`src/rtl/core/assert_macros.svh`:
```
// Assertion macros shared by the converter RTL.
// No dependencies; pulled in by each file that carries assertions.
`ifndef ASSERT_MACROS_SVH
`define ASSERT_MACROS_SVH

// Check that a property holds on every rising edge outside reset.
`define ASSERT_PROP(lbl, clk, rst_n, prop, msg) \
	lbl: assert property (@(posedge clk) disable iff (!rst_n) (prop)) \
		else $error(msg);

// Check that a condition never holds on a rising edge outside reset.
`define ASSERT_NEVER(lbl, clk, rst_n, cond, msg) \
	lbl: assert property (@(posedge clk) disable iff (!rst_n) !(cond)) \
		else $error(msg);

`endif

```
`src/rtl/core/itp_pkg.sv`:
```
// Shared types, constants and character helpers for the infix-to-postfix converter.
// No dependencies; used by the controller, the datapath and the top level.
package itp_pkg;

	localparam int STACK_DEPTH = 16;
	localparam int CNT_W = $clog2(STACK_DEPTH + 1);
	localparam int IDX_W = $clog2(STACK_DEPTH);

	localparam logic [7:0] CH_POW   = 8'h5E; // '^'
	localparam logic [7:0] CH_MUL   = 8'h2A; // '*'
	localparam logic [7:0] CH_DIV   = 8'h2F; // '/'
	localparam logic [7:0] CH_ADD   = 8'h2B; // '+'
	localparam logic [7:0] CH_SUB   = 8'h2D; // '-'
	localparam logic [7:0] CH_OPEN  = 8'h28; // '('
	localparam logic [7:0] CH_CLOSE = 8'h29; // ')'

	localparam logic signed [2:0] PREC_POW  = 3'sd3;
	localparam logic signed [2:0] PREC_MUL  = 3'sd2;
	localparam logic signed [2:0] PREC_ADD  = 3'sd1;
	localparam logic signed [2:0] PREC_NONE = -3'sd1;

	typedef enum logic [1:0] {
		CLS_OPERAND,
		CLS_OPEN,
		CLS_CLOSE,
		CLS_OTHER
	} sym_class_t;

	// Controller to datapath.
	typedef struct packed {
		logic load;       // take the accepted item
		logic push;       // push current symbol (dropped when full)
		logic pop;        // remove top entry
		logic emit;       // place a character into the hold register
		logic emit_final; // send a character straight out as the item's last result
		logic src_cur;    // emitted character is the current symbol, else the top entry
		logic finish;     // send the held character, or an empty result, as the last result
		logic clear;      // end of expression: empty stack and overflow flag
	} itp_cmd_t;

	// Datapath to controller.
	typedef struct packed {
		sym_class_t sym_class;
		logic       last;
		logic       count_zero;
		logic       count_one;
		logic       top_open;
		logic       prec_le;
		logic       out_free;
	} itp_sts_t;

	function automatic logic signed [2:0] prec_of(input logic [7:0] c);
		logic signed [2:0] p;
		unique case (c)
			CH_POW:         p = PREC_POW;
			CH_MUL, CH_DIV: p = PREC_MUL;
			CH_ADD, CH_SUB: p = PREC_ADD;
			default:        p = PREC_NONE;
		endcase
		return p;
	endfunction

	function automatic sym_class_t class_of(input logic [7:0] c);
		sym_class_t k;
		if ((c >= 8'h30 && c <= 8'h39) || (c >= 8'h41 && c <= 8'h5A) ||
				(c >= 8'h61 && c <= 8'h7A)) begin
			k = CLS_OPERAND;
		end else if (c == CH_OPEN) begin
			k = CLS_OPEN;
		end else if (c == CH_CLOSE) begin
			k = CLS_CLOSE;
		end else begin
			k = CLS_OTHER;
		end
		return k;
	endfunction

endpackage

```
`src/rtl/core/infix_to_postfix_converter.sv`:
```
// Top level of the infix-to-postfix (shunting-yard) converter.
// Depends on itp_pkg, itp_ctrl and itp_dpath.
//
//  Channel  | Dir | Payload                                   | Handshake
//  ---------+-----+-------------------------------------------+--------------------------
//  s_axis   | in  | tdata: symbol; tlast: expr_last            | tvalid & tready
//  m_axis   | out | tdata: out_char; tlast: run_last;          | tvalid & tready
//           |     | tuser: has_char, expr_end, overflow        |
//
// An item is taken in S_IDLE and classified in S_CLASS. An operand is emitted from S_CLASS;
// an operator or closing bracket then pops operators from the stack one at a time, since
// the single stack read port delivers one character per cycle while the output register
// is free. At an expression end, S_FLUSH emits each remaining operator and then closes
// the run. The output register waits on m_axis_tready; while it is full and not taken,
// work stops and s_axis_tready stays low until the current item is done. Reset clears the
// stack count, the overflow flag and all valid flags; stack entries need no clearing.
module infix_to_postfix_converter (
	input  logic       clk,
	input  logic       arst_n,
	input  logic       s_axis_tvalid,
	output logic       s_axis_tready,
	input  logic [7:0] s_axis_tdata,  // [7:0] symbol
	input  logic       s_axis_tlast,  // expr_last
	output logic       m_axis_tvalid,
	input  logic       m_axis_tready,
	output logic [7:0] m_axis_tdata,  // [7:0] out_char
	output logic       m_axis_tlast,  // run_last
	output logic [2:0] m_axis_tuser   // [0] has_char, [1] expr_end, [2] overflow
);
	import itp_pkg::*;

	itp_cmd_t cmd;
	itp_sts_t sts;

	logic has_char;
	logic expr_end;
	logic overflow;

	// Sequence each item: classify, pop while the rule allows, push, flush at the end.
	itp_ctrl u_ctrl (
		.clk      (clk),
		.arst_n   (arst_n),
		.in_valid (s_axis_tvalid),
		.in_ready (s_axis_tready),
		.sts      (sts),
		.cmd      (cmd)
	);

	// Hold the operator stack and the result registers.
	itp_dpath u_dpath (
		.clk          (clk),
		.arst_n       (arst_n),
		.in_symbol    (s_axis_tdata),
		.in_last      (s_axis_tlast),
		.cmd          (cmd),
		.sts          (sts),
		.out_valid    (m_axis_tvalid),
		.out_ready    (m_axis_tready),
		.out_char     (m_axis_tdata),
		.out_has_char (has_char),
		.out_run_last (m_axis_tlast),
		.out_expr_end (expr_end),
		.out_overflow (overflow)
	);

	// Pack the flags, lowest field first.
	assign m_axis_tuser = {overflow, expr_end, has_char};

endmodule

```
`src/rtl/core/itp_ctrl.sv`:
```
// Sequencing state machine of the infix-to-postfix converter.
// Depends on itp_pkg and assert_macros.svh.
`include "assert_macros.svh"

module itp_ctrl (
	input  logic            clk,
	input  logic            arst_n,
	input  logic            in_valid,
	output logic            in_ready,
	input  itp_pkg::itp_sts_t sts,
	output itp_pkg::itp_cmd_t cmd
);
	import itp_pkg::*;

	typedef enum logic [2:0] {
		S_IDLE,
		S_CLASS,
		S_CLOSE,
		S_OTHER,
		S_FLUSH
	} state_t;

	state_t state_q;
	state_t state_d;

	always_comb begin
		cmd = '0;
		state_d = state_q;
		in_ready = (state_q == S_IDLE);
		unique case (state_q)
			S_IDLE: begin
				if (in_valid) begin
					cmd.load = 1'b1;
					state_d = S_CLASS;
				end
			end
			S_CLASS: begin
				if (sts.out_free) begin
					unique case (sts.sym_class)
						CLS_OPERAND: begin
							cmd.src_cur = 1'b1;
							if (!sts.last || sts.count_zero) begin
								cmd.emit_final = 1'b1;
								cmd.clear = sts.last;
								state_d = S_IDLE;
							end else begin
								cmd.emit = 1'b1;
								state_d = S_FLUSH;
							end
						end
						CLS_OPEN: begin
							cmd.push = 1'b1;
							if (sts.last) begin
								state_d = S_FLUSH;
							end else begin
								cmd.finish = 1'b1;
								state_d = S_IDLE;
							end
						end
						CLS_CLOSE: begin
							if (sts.count_zero) begin
								cmd.finish = 1'b1;
								cmd.clear = sts.last;
								state_d = S_IDLE;
							end else begin
								state_d = S_CLOSE;
							end
						end
						CLS_OTHER: begin
							state_d = S_OTHER;
						end
						default: begin
							state_d = S_IDLE;
						end
					endcase
				end
			end
			S_CLOSE: begin
				if (sts.out_free) begin
					if (!sts.count_zero && !sts.top_open) begin
						cmd.emit = 1'b1;
						cmd.pop = 1'b1;
					end else begin
						// drop the matching bracket, if any
						cmd.pop = !sts.count_zero;
						if (sts.last && !sts.count_zero && !sts.count_one) begin
							state_d = S_FLUSH;
						end else begin
							cmd.finish = 1'b1;
							cmd.clear = sts.last;
							state_d = S_IDLE;
						end
					end
				end
			end
			S_OTHER: begin
				if (sts.out_free) begin
					if (!sts.count_zero && sts.prec_le) begin
						cmd.emit = 1'b1;
						cmd.pop = 1'b1;
					end else begin
						cmd.push = 1'b1;
						cmd.src_cur = 1'b1;
						if (sts.last) begin
							state_d = S_FLUSH;
						end else begin
							cmd.finish = 1'b1;
							state_d = S_IDLE;
						end
					end
				end
			end
			S_FLUSH: begin
				if (sts.out_free) begin
					if (!sts.count_zero) begin
						cmd.emit = 1'b1;
						cmd.pop = 1'b1;
					end else begin
						cmd.finish = 1'b1;
						cmd.clear = 1'b1;
						state_d = S_IDLE;
					end
				end
			end
			default: begin
				state_d = S_IDLE;
			end
		endcase
	end

	always_ff @(posedge clk or negedge arst_n) begin
		if (!arst_n) begin
			state_q <= S_IDLE;
		end else begin
			state_q <= state_d;
		end
	end

	`ASSERT_NEVER(a_pop_empty, clk, arst_n, cmd.pop && sts.count_zero, "pop on empty stack")
	`ASSERT_NEVER(a_push_pop, clk, arst_n, cmd.push && cmd.pop, "push and pop together")
	`ASSERT_PROP(a_load_class, clk, arst_n, cmd.load |=> (state_q == S_CLASS), "item not classified")

endmodule

```
`src/rtl/core/itp_dpath.sv`:
```
// Operator stack, hold register and output register of the converter.
// Depends on itp_pkg and assert_macros.svh.
`include "assert_macros.svh"

module itp_dpath (
	input  logic              clk,
	input  logic              arst_n,
	input  logic [7:0]        in_symbol,
	input  logic              in_last,
	input  itp_pkg::itp_cmd_t cmd,
	output itp_pkg::itp_sts_t sts,
	output logic              out_valid,
	input  logic              out_ready,
	output logic [7:0]        out_char,
	output logic              out_has_char,
	output logic              out_run_last,
	output logic              out_expr_end,
	output logic              out_overflow
);
	import itp_pkg::*;

	logic [7:0]       stack_q [STACK_DEPTH];
	logic [CNT_W-1:0] count_q;
	logic             overflow_q;
	logic [7:0]       cur_q;
	logic             last_q;
	logic [7:0]       hold_char_q;
	logic             hold_valid_q;
	logic             out_valid_q;
	logic [7:0]       out_char_q;
	logic             out_has_q;
	logic             out_rl_q;
	logic             out_ee_q;
	logic             out_ovf_q;

	logic [IDX_W-1:0] top_idx;
	logic [7:0]       top_char;
	logic             full;
	logic             ovf_now;
	logic             out_wr;
	logic [7:0]       src_char;

	assign top_idx  = count_q[IDX_W-1:0] - IDX_W'(1);
	assign top_char = stack_q[top_idx];
	assign full     = (count_q == CNT_W'(STACK_DEPTH));
	assign ovf_now  = overflow_q | (cmd.push & full);
	assign src_char = cmd.src_cur ? cur_q : top_char;
	assign out_wr   = (cmd.emit & hold_valid_q) | cmd.emit_final | cmd.finish;

	always_comb begin
		sts.sym_class  = class_of(cur_q);
		sts.last       = last_q;
		sts.count_zero = (count_q == '0);
		sts.count_one  = (count_q == CNT_W'(1));
		sts.top_open   = (top_char == CH_OPEN);
		sts.prec_le    = (prec_of(cur_q) <= prec_of(top_char));
		sts.out_free   = !out_valid_q || out_ready;
	end

	// Payload registers: no reset.
	always_ff @(posedge clk) begin
		if (cmd.load) begin
			cur_q <= in_symbol;
			last_q <= in_last;
		end
		if (cmd.push && !full) begin
			stack_q[count_q[IDX_W-1:0]] <= cur_q;
		end
		if (cmd.emit) begin
			hold_char_q <= src_char;
		end
		if (out_wr) begin
			out_ovf_q <= ovf_now;
			if (cmd.emit_final) begin
				out_char_q <= src_char;
				out_has_q <= 1'b1;
				out_rl_q <= 1'b1;
				out_ee_q <= last_q;
			end else if (cmd.finish) begin
				out_char_q <= hold_valid_q ? hold_char_q : 8'h00;
				out_has_q <= hold_valid_q;
				out_rl_q <= 1'b1;
				out_ee_q <= last_q;
			end else begin
				out_char_q <= hold_char_q;
				out_has_q <= 1'b1;
				out_rl_q <= 1'b0;
				out_ee_q <= 1'b0;
			end
		end
	end

	always_ff @(posedge clk or negedge arst_n) begin
		if (!arst_n) begin
			count_q <= '0;
			overflow_q <= 1'b0;
			hold_valid_q <= 1'b0;
			out_valid_q <= 1'b0;
		end else begin
			if (cmd.clear) begin
				count_q <= '0;
				overflow_q <= 1'b0;
			end else begin
				if (cmd.push && !full) begin
					count_q <= count_q + CNT_W'(1);
				end else if (cmd.pop) begin
					count_q <= count_q - CNT_W'(1);
				end
				if (cmd.push && full) begin
					overflow_q <= 1'b1;
				end
			end
			if (cmd.finish) begin
				hold_valid_q <= 1'b0;
			end else if (cmd.emit) begin
				hold_valid_q <= 1'b1;
			end
			if (out_wr) begin
				out_valid_q <= 1'b1;
			end else if (out_ready) begin
				out_valid_q <= 1'b0;
			end
		end
	end

	assign out_valid    = out_valid_q;
	assign out_char     = out_char_q;
	assign out_has_char = out_has_q;
	assign out_run_last = out_rl_q;
	assign out_expr_end = out_ee_q;
	assign out_overflow = out_ovf_q;

	`ASSERT_NEVER(a_count_range, clk, arst_n, count_q > CNT_W'(STACK_DEPTH), "stack count beyond depth")
	`ASSERT_NEVER(a_out_busy, clk, arst_n, out_wr && out_valid_q && !out_ready, "result overwrites waiting result")
	`ASSERT_PROP(a_final_clear, clk, arst_n, (cmd.finish || cmd.emit_final) |=> !hold_valid_q, "hold left full after final result")

endmodule
```
`config.mk`:
```
export PLATFORM = sky130hd
export DESIGN_NAME = infix_to_postfix_converter
export DESIGN_NICKNAME = d
export VERILOG_FILES = /design/src/rtl/core/itp_pkg.sv /design/src/rtl/core/infix_to_postfix_converter.sv /design/src/rtl/core/itp_ctrl.sv /design/src/rtl/core/itp_dpath.sv
export VERILOG_INCLUDE_DIRS = /design/src /design/src/rtl/core
export SDC_FILE = /design/constraint.sdc
export NUM_CORES = 1
export LEC_CHECK = 0
export BUFFER_PORTS_ARGS = -buffer_cell sky130_fd_sc_hd__buf_2
export CAP_MARGIN = 40
export CORE_AREA = 2 2 145 104
export CTS_CLUSTER_DIAMETER = 120
export CTS_CLUSTER_SIZE = 20
export DETAILED_ROUTE_END_ITERATION = 8
export DIE_AREA = 0 0 147 106
export GPL_TIMING_DRIVEN = 0
export PLACE_DENSITY = 0.75
export RECOVER_POWER = 100
export SETUP_SLACK_MARGIN = 0.15
export SLEW_MARGIN = 25
export SYNTH_ARGS = -nofsm -noshare
export SYNTH_HDL_FRONTEND = slang
export SYNTH_SLANG_ARGS = --single-unit
```
`constraint.sdc`:
```
create_clock -name clk -period 5 [get_ports clk]
set_input_delay 1 -clock clk [delete_from_list [all_inputs] [get_ports clk]]
set_output_delay 1 -clock clk [all_outputs]
set_load 0.005 [all_outputs]
```
==> summary.md, run 1 <==
| Metric | Value |
|---|---|
| CTS tree | `built` |
| CP Class | `reg -> reg` |
| Seq cells post-synth | `168` |
| Core region area | `14400 um^2` |
| Final Util | `64.2%` |
| Yosys top cell by area | `edfxtp_1` |
| Max FO, Critical Path | `10` |
| CTS clk-pin slew, worst paths | `0.06 ns` |
| MaxCap Viol Count | `0` |
| Syn_area_per_cell | `14.8 um^2` |
| Global Route Usage Sum | `24.2%` |
| Final setup violation count | `0` |
| Post-synth EDFFs | `157` |
| Wire length per cell | `22.6 um` |
| Area growth from synthesis to layout | `18.2%` |
| Min Hold Slack | `0.565 ns` |
| PD cells | `708 nW/um^2` |
| Worst slew pin tran | `0.969 ns` |
| Netlist Area Pre-Place | `7790 um^2` |
| Max VDD drop | `0.000402 V` |
| Simple-Gate Fraction of Synth Area | `10.9%` |
| CTS Buffer Depth | `2` |
| Crit path required time | `5.12 ns` |
| Sequential area share after synthesis | `64.0%` |
| DIE AREA | `15600 um^2` |
| Clock Skew | `0.00649 ns` |
| Pre-CTS WS | `-0.930 ns` |
| Slew HR | `34.7%` |
| CP Capture Type | `flip-flop` |
| Nets@finish | `623` |
| Hold Path Class | `reg -> reg` |
| Critical Path Source Type | `flip-flop` |
| Asr flop ratio synth | `6.55%` |
| Initial antenna violation count | `0` |
| Fraction of layout cells with a size suffix above 1 | `24.9%` |
| Combinational family with the most area after synthesis | `multiplexers` |
| Final Max Slew Viols | `0` |
| Worst EP arrival | `4.92 ns` |
| Fin. Hold Viols | `0` |
| Drt total wl | `18200 um` |
| Synth warn | `0` |
| Drt drc | `0` |
| IO Port Bufs | `26` |
| Status | `complete, no violations` |
| Netlist cell types | `68` |
| First-pass GRT wire length | `27600 um` |
| Cells after DPL | `753` |
| Post-synth top flop | `edfxtp_1` |
| 1st-pass router iterations | `6` |
| Unrepaired setup endpoints after global routing | `false` |
| Largest net degree at the start of global routing | `23` |
| Syn Nets | `553` |
| Fin Setup TNS | `0 ns` |
| Ant diodes | `0` |
| Most frequent cells in the layout | `edfxtp_1 (157), mux2i_1 (47), nand2_1 (41), nor2_1 (36), clkbuf_1 (23)` |
| # IOs | `27` |
| Clk root buf | `clkbuf_16` |
| Cell leakage power | `3.28 nW` |
| FMAX | `0.208 GHz` |
| Initial DRC count | `758` |
| Multiplexer area fraction after synthesis | `13.6%` |
| ANT nets after route | `0` |
| Commonest non-fill, non-tap cell in the layout | `edfxtp_1` |
| Die W | `147 um` |
| RePlAce Congestion | `0.974` |
| Vias | `4936` |
| Largest cells by area after synthesis | `edfxtp_1 (60%), mux2i_1 (6.0%), mux4_2 (4.9%), dfrtp_1 (3.5%), ha_1 (2.1%)` |
| Fillcell total | `1018` |
| TritonCTS Sinks | `168` |
| Vias in the first global route | `4819` |
| Vias per inst | `6.13` |
| Chip height | `106 um` |
| Final WS setup | `0.198 ns` |
| Crit share post-route | `96.0%` |
| Finished Layout Cells | `805` |
| Post-synthesis adder-cell area fraction | `2.09%` |
| Post-synthesis compound-gate area fraction | `5.67%` |
| GR Overflow Total | `0` |
| Post-Synth XOR/XNOR Area | `1.54%` |
| Period minus WS final | `4.80 ns` |
| Area share of the largest cell type after synthesis | `60.5%` |
| Row cnt | `37` |
| Worst-Skew Late Latency | `0.43 ns` |
| # H-tree levels | `4` |
| Post-Syn Instances | `527` |
| Initial core utilization | `54.3%` |
| Detailed placement HPWL | `11900 um` |
| TritonCTS Buffers | `17` |
-- layout make-up --
cell class / count / area [um^2] / share of cell area, %
repair buffers: 50 / 289 / 3.14
inverters: 9 / 38.8 / 0.421
multi-input cells: 326 / 2840 / 30.8
plain buffers: 25 / 168 / 1.82
well taps: 195 / 244 / 2.65
flip-flops and latches: 168 / 4990 / 54.2
clock inverters: 14 / 219 / 2.38
clock buffers: 18 / 429 / 4.66
-- kinds of logic (layout without fill, tap and decap cells) --
kind of cell    Yosys count  in the layout
compound gates           58             59
flops                   168            168
fa+ha+maj                13             13
xor+xnor                 12             12
mux                      80             80
buf+inv                  34            116
simple gates            162            162
-- synthesized netlist by cell type (2+ instances only) --
cell type and n:
o22ai_1 3, buf_2 7, nand2b_1 4, nor2b_1 5
nand3b_1 4, a21oi_1 8, ha_1 13, mux4_1 2
mux4_2 17, a21o_1 3, inv_2 2, a211oi_1 2
nor3b_1 9, a31oi_1 3, xor2_1 3, edfxtp_1 157
o21ai_0 12, o211ai_1 2, and2_1 9, mux2_2 14
and4b_1 4, dfrtp_1 11, mux2i_1 47, inv_1 7
nand2_1 41, nor2_1 37, nor3_1 16, buf_4 8
clkbuf_1 9, xnor2_1 7, nand4_1 3, a32oi_1 3
and3_1 9, a211o_1 2, nand3_1 9, nor4_1 2
o2bb2ai_1 2
-- final timing paths --
path                               startpoint                     to  slack (ns)  cells after the start
max                        u_dpath.count_q[0]  u_dpath.stack_q[6][4]        0.20                     20
min                        u_dpath.overflow_q   u_dpath.out_overflow        0.56                      1
max reg2reg                u_dpath.count_q[0]  u_dpath.stack_q[6][4]        0.20                     20
min reg2reg                u_dpath.overflow_q   u_dpath.out_overflow        0.56                      1
max in group asynchronous              arst_n     u_dpath.count_q[1]        3.94                      1
min in group asynchronous              arst_n   u_dpath.hold_valid_q        0.58                      1
-- registers in the layout, indices dropped and copies added, names as in the netlist, 3 cells and up --
| name | flops |
|---|---|
| u_ctrl.state_q | 3 |
| u_dpath.count_q | 5 |
| u_dpath.cur_q | 8 |
| u_dpath.hold_char_q | 8 |
| u_dpath.out_char | 8 |
| u_dpath.stack_q | 128 |
-- metrics by stage --
| stage | power [W] | area, um^2 |
|---|---|---|
| after floorplan | 0.00396 | 7830 |
| after global placement | 0.00461 | 8200 |
| after detailed placement | 0.00471 | 8260 |
| after CTS | 0.00635 | 9110 |
| after global routing | 0.00678 | 9220 |
| final | 0.00652 | 9220 |
-- report_power, final --
group | internal, W | leakage [nW] | switching [W] | total [W]
logic | 0.00131 | 1.42 | 0.00176 | 0.00308
clock network | 0.000892 | 0.309 | 0.000548 | 0.00144
registers | 0.00186 | 1.55 | 0.000149 | 0.00200
-- worst max-delay path, stage by stage, from the launching register on --
cell	delay, ns
dfrtp_1	0.40
buf_6	0.15
inv_6	0.07
ha_1	0.34
buf_4	0.19
buf_8	0.17
buf_8	0.16
mux4_2	0.32
nand2_1	0.13
nand3_1	0.11
a21boi_2	0.23
clkbuf_1	0.17
xnor2_1	0.22
nand3_1	0.12
ha_1	0.29
nand2_1	0.11
o311ai_4	0.12
o2111a_2	0.25
or3b_4	0.45
nor3b_4	0.22
clkbuf_2	0.26
-- repair_timing --
action	CTS	global route
gates cloned	1	0
setup buffers	7	10
endpoints found under the setup margin	171	159
pin swaps	7	6
resized for setup	38	23
hold buffers	0	0
-- per-layer routing --
| layer | routed length, um | global-route usage [%] | vias to the layer above |
|---|---|---|---|
| met5 | 0 | 0 | - |
| met4 | 238 | 6.46 | 0 |
| met3 | 1760 | 7.08 | 32 |
| met2 | 8280 | 35.8 | 255 |
| met1 | 7890 | 35.6 | 2461 |
| li1 | - | - | 2188 |
(Power assumes the default switching activity.)
==> run 2, diff against run 1 <==
--- a/config.mk
+++ b/config.mk
@@ -15,7 +15,7 @@
 export DIE_AREA = 0 0 147 106
 export GPL_TIMING_DRIVEN = 0
 export PLACE_DENSITY = 0.75
-export RECOVER_POWER = 100
+export RECOVER_POWER = 25
 export SETUP_SLACK_MARGIN = 0.15
 export SLEW_MARGIN = 25
 export SYNTH_ARGS = -nofsm -noshare
==> summary.md, run 2 (same netlist as run 1, synthesis figures left out) <==
| Metric | Value |
|---|---|
| Max VDD drop | `0.000407 V` |
| Fin. Hold Viols | `0` |
| Detailed placement HPWL | `11900 um` |
| Final Max Slew Viols | `0` |
| TritonCTS Sinks | `168` |
| Fillcell total | `997` |
| Clock Skew | `0.00560 ns` |
| CP Buf/Inv Count | `7` |
| 1st-pass router iterations | `6` |
| Unrepaired setup endpoints after global routing | `false` |
| Worst EP arrival | `4.91 ns` |
| Status | `complete, no violations` |
| RePlAce Congestion | `0.974` |
| # H-tree levels | `4` |
| CP Class | `reg -> reg` |
| Hold Path Class | `reg -> reg` |
| Worst-Skew Late Latency | `0.43 ns` |
| Crit share post-route | `95.4%` |
| Drt total wl | `18100 um` |
| Most frequent cells in the layout | `edfxtp_1 (157), mux2i_1 (47), nand2_1 (41), nor2_1 (36), buf_2 (27)` |
| Final instance area | `9290 um^2` |
| Period minus WS final | `4.77 ns` |
| Max FO, Critical Path | `10` |
| MaxCap Viol Count | `0` |
| Max reg flops | `128` |
| FMAX | `0.210 GHz` |
| Fraction of layout cells with a size suffix above 1 | `28.0%` |
| CTS tree | `built` |
| Crit-path cells | `buf_6, inv_6, ha_1, buf_4, buf_8, buf_8, mux4_2, nand2_1, nand3_1, a21boi_4, buf_4, xnor2_1, nand3_1, ha_1, nand2_1, o311ai_4, o2111a_2, or3b_4, nor3b_4, buf_6` |
| GR Overflow Total | `0` |
| Initial DRC count | `742` |
| Vias | `4961` |
| Slowest stage delay, CP | `0.47 ns` |
| Commonest non-fill, non-tap cell in the layout | `edfxtp_1` |
| Worst slew pin tran | `0.940 ns` |
| Final setup violation count | `0` |
| Crit path required time | `5.14 ns` |
| Nets@finish | `623` |
| CTS Buffer Depth | `2` |
| TritonCTS Buffers | `17` |
| Finished Layout Cells | `805` |
| Vias per inst | `6.16` |
| DIE AREA | `15600 um^2` |
| Delay-heaviest family, CP | `simple AND/OR/NAND/NOR gates` |
| Largest net degree at the start of global routing | `23` |
| # IOs | `27` |
| Drt drc | `0` |
| Vias in the first global route | `4819` |
| PD cells | `710 nW/um^2` |
| Cells after DPL | `753` |
| Dpl cell area | `8260 um^2` |
| Cell leakage power | `3.35 nW` |
| Die W | `147 um` |
| Slowest CP cell | `or3b_4` |
| IO Port Bufs | `26` |
| ANT nets after route | `0` |
| Slew HR | `36.7%` |
| Core region area | `14400 um^2` |
| Ant diodes | `0` |
| Row cnt | `37` |
| Wire length per cell | `22.5 um` |
| CTS clk-pin slew, worst paths | `0.06 ns` |
| Global Route Usage Sum | `24.2%` |
| Clk root buf | `clkbuf_16` |
| Min Hold Slack | `0.566 ns` |
| Initial antenna violation count | `0` |
| Crit path from | `u_dpath.count_q[0]` |
| Critical Path Source Type | `flip-flop` |
| Chip height | `106 um` |
| First-pass GRT wire length | `27600 um` |
| CP Capture Type | `flip-flop` |
| Initial core utilization | `54.3%` |
| Startpoint of the worst hold path | `u_dpath.overflow_q` |
| Reg2reg start | `u_dpath.count_q[0]` |
| Area growth from synthesis to layout | `19.2%` |
| CTS Hold Buffers Added | `0` |
==> run 2: changes by cell type in the layout (fill, tap and decap cells not counted), moves of 2 or more <==
cell | previous run | this run
clkbuf_1 | 23 | 13
buf_4 | 17 | 26
buf_2 | 22 | 27
mux2_1 | 4 | 0
mux2_2 | 10 | 14
clkbuf_4 | 4 | 1
nor3b_2 | 3 | 0
nor3b_4 | 1 | 4
and2_0 | 2 | 0
and2_1 | 3 | 5
and4b_1 | 2 | 0
and4b_2 | 2 | 4
==> run 2: area by class of cell <==
cell class | instances | area (um^2) | area share (%)
Clock buffer | 18 | 429 | 4.62
Tap cell | 195 | 244 | 2.63
Buffer | 25 | 168 | 1.80
Timing Repair Buffer | 50 | 317 | 3.41
Sequential cell | 168 | 4990 | 53.7
Clock inverter | 14 | 219 | 2.36
Inverter | 9 | 38.8 | 0.417
Multi-Input combinational cell | 326 | 2890 | 31.1
==> run 2: per-stage QoR <==
| step | power, W | TNS [ns] | utilization [%] | setup WS (ns) |
|---|---|---|---|---|
| 2_1_floorplan | 0.00396 | 0 | - | 0.0570 |
| 3_3_place_gp | 0.00461 | -96.24 | 57.1 | -1.32 |
| 3_5_place_dp | 0.00471 | -87.11 | 57.5 | -0.930 |
| 4_1_cts | 0.00635 | 0 | 63.5 | 0.158 |
| 5_1_grt | 0.00686 | 0 | 64.7 | 0.100 |
| 6_report | 0.00660 | 0 | 64.7 | 0.230 |
==> run 2: metal layers <==
layer	vias up	share of wire (%)	global-route usage, %
met4	0	1.5	6.46
met5	-	0	0
met3	35	9.8	7.08
li1	2184	-	-
met1	2489	43	35.6
met2	253	46	35.8
==> run 2: final timing paths <==
check	endpoint	cells after the start	slack (ns)
worst max-delay path	u_dpath.stack_q[4][1]	20	0.23
worst min-delay path	u_dpath.out_overflow	1	0.57
worst max register to register	u_dpath.stack_q[4][1]	20	0.23
worst min register to register	u_dpath.out_overflow	1	0.57
max in group asynchronous	u_dpath.count_q[1]	1	3.95
min in group asynchronous	u_dpath.hold_valid_q	1	0.58
==> run 2: power breakdown <==
part           leakage (nW)  switching, W  internal [W]
logic                  1.49       0.00178       0.00138
registers              1.55      0.000148       0.00186
clock network         0.309      0.000547      0.000891
==> run 2: what timing repair did <==
action                                  4_1_cts  5_1_grt
buffers inserted                              7       10
cloned                                        1        0
endpoints found under the setup margin      171      159
hold endpoints to repair                      0        0
resized for setup                            38       23
pin swaps                                     7        6
==> run 3, diff against run 2 <==
--- a/config.mk
+++ b/config.mk
@@ -9,13 +9,12 @@
 export BUFFER_PORTS_ARGS = -buffer_cell sky130_fd_sc_hd__buf_2
 export CAP_MARGIN = 40
 export CORE_AREA = 2 2 145 104
-export CTS_CLUSTER_DIAMETER = 120
+export CTS_CLUSTER_DIAMETER = 150
 export CTS_CLUSTER_SIZE = 20
 export DETAILED_ROUTE_END_ITERATION = 8
 export DIE_AREA = 0 0 147 106
 export GPL_TIMING_DRIVEN = 0
 export PLACE_DENSITY = 0.75
-export RECOVER_POWER = 25
 export SETUP_SLACK_MARGIN = 0.15
 export SLEW_MARGIN = 25
 export SYNTH_ARGS = -nofsm -noshare
==> summary.md, run 3 (same netlist as run 1, synthesis figures left out) <==
| Metric | Value |
|---|---|
| Status | `complete, no violations` |
| IO Port Bufs | `26` |
| TritonCTS Sinks | `168` |
| Min Hold Slack | `0.443 ns` |
| Vias in the first global route | `4819` |
| Chip height | `106 um` |
| CTS Buffer Depth | `2` |
| CTS clk-pin slew, worst paths | `0.06 ns` |
| Unrepaired setup endpoints after global routing | `false` |
| Crit path required time | `5.14 ns` |
| Slowest CP cell | `or3b_4` |
| Slowest stage delay, CP | `0.48 ns` |
| 1st-pass router iterations | `6` |
| # H-tree levels | `4` |
| Initial antenna violation count | `0` |
| CP Capture Type | `flip-flop` |
| TritonCTS Buffers | `17` |
| Cell leakage power | `3.37 nW` |
| Max VDD drop | `0.000406 V` |
| Crit share post-route | `95.5%` |
| Clk root buf | `clkbuf_16` |
| GR Overflow Total | `0` |
| Critical Path Source Type | `flip-flop` |
| Global Route Usage Sum | `24.2%` |
| Max reg flops | `128` |
| PD cells | `709 nW/um^2` |
| Fraction of layout cells with a size suffix above 1 | `28.5%` |
| Largest net degree at the start of global routing | `23` |
| Metal2 WL | `8270 um` |
| FMAX | `0.209 GHz` |
| Finished Layout Cells | `805` |
| WL met3 | `1760 um` |
| # IOs | `27` |
| Slew HR | `35.7%` |
| Period minus WS final | `4.77 ns` |
| MaxCap Viol Count | `0` |
| Core region area | `14400 um^2` |
| Initial DRC count | `720` |
| CTS Hold Buffers Added | `0` |
| Commonest non-fill, non-tap cell in the layout | `edfxtp_1` |
| RePlAce Congestion | `0.974` |
| Detailed placement HPWL | `11900 um` |
| Initial core utilization | `54.3%` |
| Vias | `4955` |
| Worst R2R Setup Slack | `0.23 ns` |
| Die W | `147 um` |
| Fin Setup TNS | `0 ns` |
| Worst slew pin tran | `0.955 ns` |
| Max FO, Critical Path | `10` |
| Final Max Slew Viols | `0` |
| Wire length per cell | `22.5 um` |
| Drt drc | `0` |
| Hold Path Class | `in -> async` |
| Worst-Skew Late Latency | `0.43 ns` |
| CP Class | `reg -> reg` |
| CTS tree | `built` |
| Met1 WL | `7870 um` |
| Row cnt | `37` |
| ANT nets after route | `0` |
| DIE AREA | `15600 um^2` |
| Vias per inst | `6.16` |
| DR top layer | `met4` |
| Fin. Hold Viols | `0` |
| First-pass GRT wire length | `27600 um` |
| Cells after DPL | `753` |
| Drt total wl | `18100 um` |
| Worst EP arrival | `4.91 ns` |
| Clock Skew | `0.00623 ns` |
| Nets@finish | `623` |
| Most frequent cells in the layout | `edfxtp_1 (157), mux2i_1 (47), nand2_1 (41), nor2_1 (36), buf_2 (28)` |
| Area growth from synthesis to layout | `19.5%` |
| Final setup violation count | `0` |
| Crit-path cells | `buf_6, inv_6, ha_1, buf_4, buf_8, buf_8, mux4_2, nand2_1, nand3_1, a21boi_4, buf_4, xnor2_1, nand3_1, ha_1, nand2_1, o311ai_4, o2111a_2, or3b_4, nor3b_4, buf_6` |
| Ant diodes | `0` |
run 3: changes by cell type in the layout (fill, tap and decap cells not counted):
cell	delta
clkbuf_1	-3
buf_8	+2
buf_2	+1
run 3: stage by stage:
step / util (%) / cell area, um^2 / setup slack (ns) / power (W)
final: 64.9 / 9320 / 0.226 / 0.00660
after detailed placement: 57.5 / 8260 / -0.930 / 0.00471
after global routing: 64.9 / 9320 / 0.100 / 0.00687
after floorplan: - / 7830 / 0.0570 / 0.00396
after global placement: 57.1 / 8200 / -1.32 / 0.00461
after CTS: 63.5 / 9110 / 0.158 / 0.00635
run 3: critical path, delay by kind of cell (launching register included):
kind | cells | cell delay (ns)
simple gates | 6 | 1.23
buf+inv | 7 | 1.10
fa+ha+maj | 2 | 0.63
compound gates | 3 | 0.57
flops | 1 | 0.41
mux | 1 | 0.32
xor+xnor | 1 | 0.21
run 3: final timing paths:
path | start | to | cells past startpoint
max | u_dpath.count_q[0] | u_dpath.stack_q[4][1] | 20
min | arst_n | u_dpath.hold_valid_q | 1
max reg2reg | u_dpath.count_q[0] | u_dpath.stack_q[4][1] | 20
min reg2reg | u_dpath.overflow_q | u_dpath.out_overflow | 1
max in group asynchronous | arst_n | u_dpath.count_q[1] | 1
min in group clk | u_dpath.overflow_q | u_dpath.out_overflow | 1
run 3: cell type report:
type                       count  area (um^2)
buffer                        25          168
clock buffer                  18          429
clock inverter                14          219
fill                         992         5040
inverter                       9         38.8
multi-input combinational    326         2890
sequential                   168         4990
tap                          195          244
timing repair buffer          50          340
run 3: report_power, final:
part / switching [W] / total [W] / internal, W / leakage [nW]
Combinational: 0.00178 / 0.00316 / 0.00138 / 1.51
Clock: 0.000548 / 0.00144 / 0.000892 / 0.309
Sequential: 0.000149 / 0.00200 / 0.00185 / 1.55
Total: 0.00247 / 0.00660 / 0.00413 / 3.37
run 3: routing by layer:
layer	vias up	GRT usage, %
met2	268	35.8
met3	25	7.08
met5	-	0
met4	0	6.46
li1	2184	-
met1	2478	35.6
run 3: repair_timing:
action	4_1_cts	5_1_grt
cloned	1	0
pin swaps	7	6
buffers inserted	7	10
setup endpoints to repair	171	159
resized for setup	38	23
hold endpoints to repair	0	0
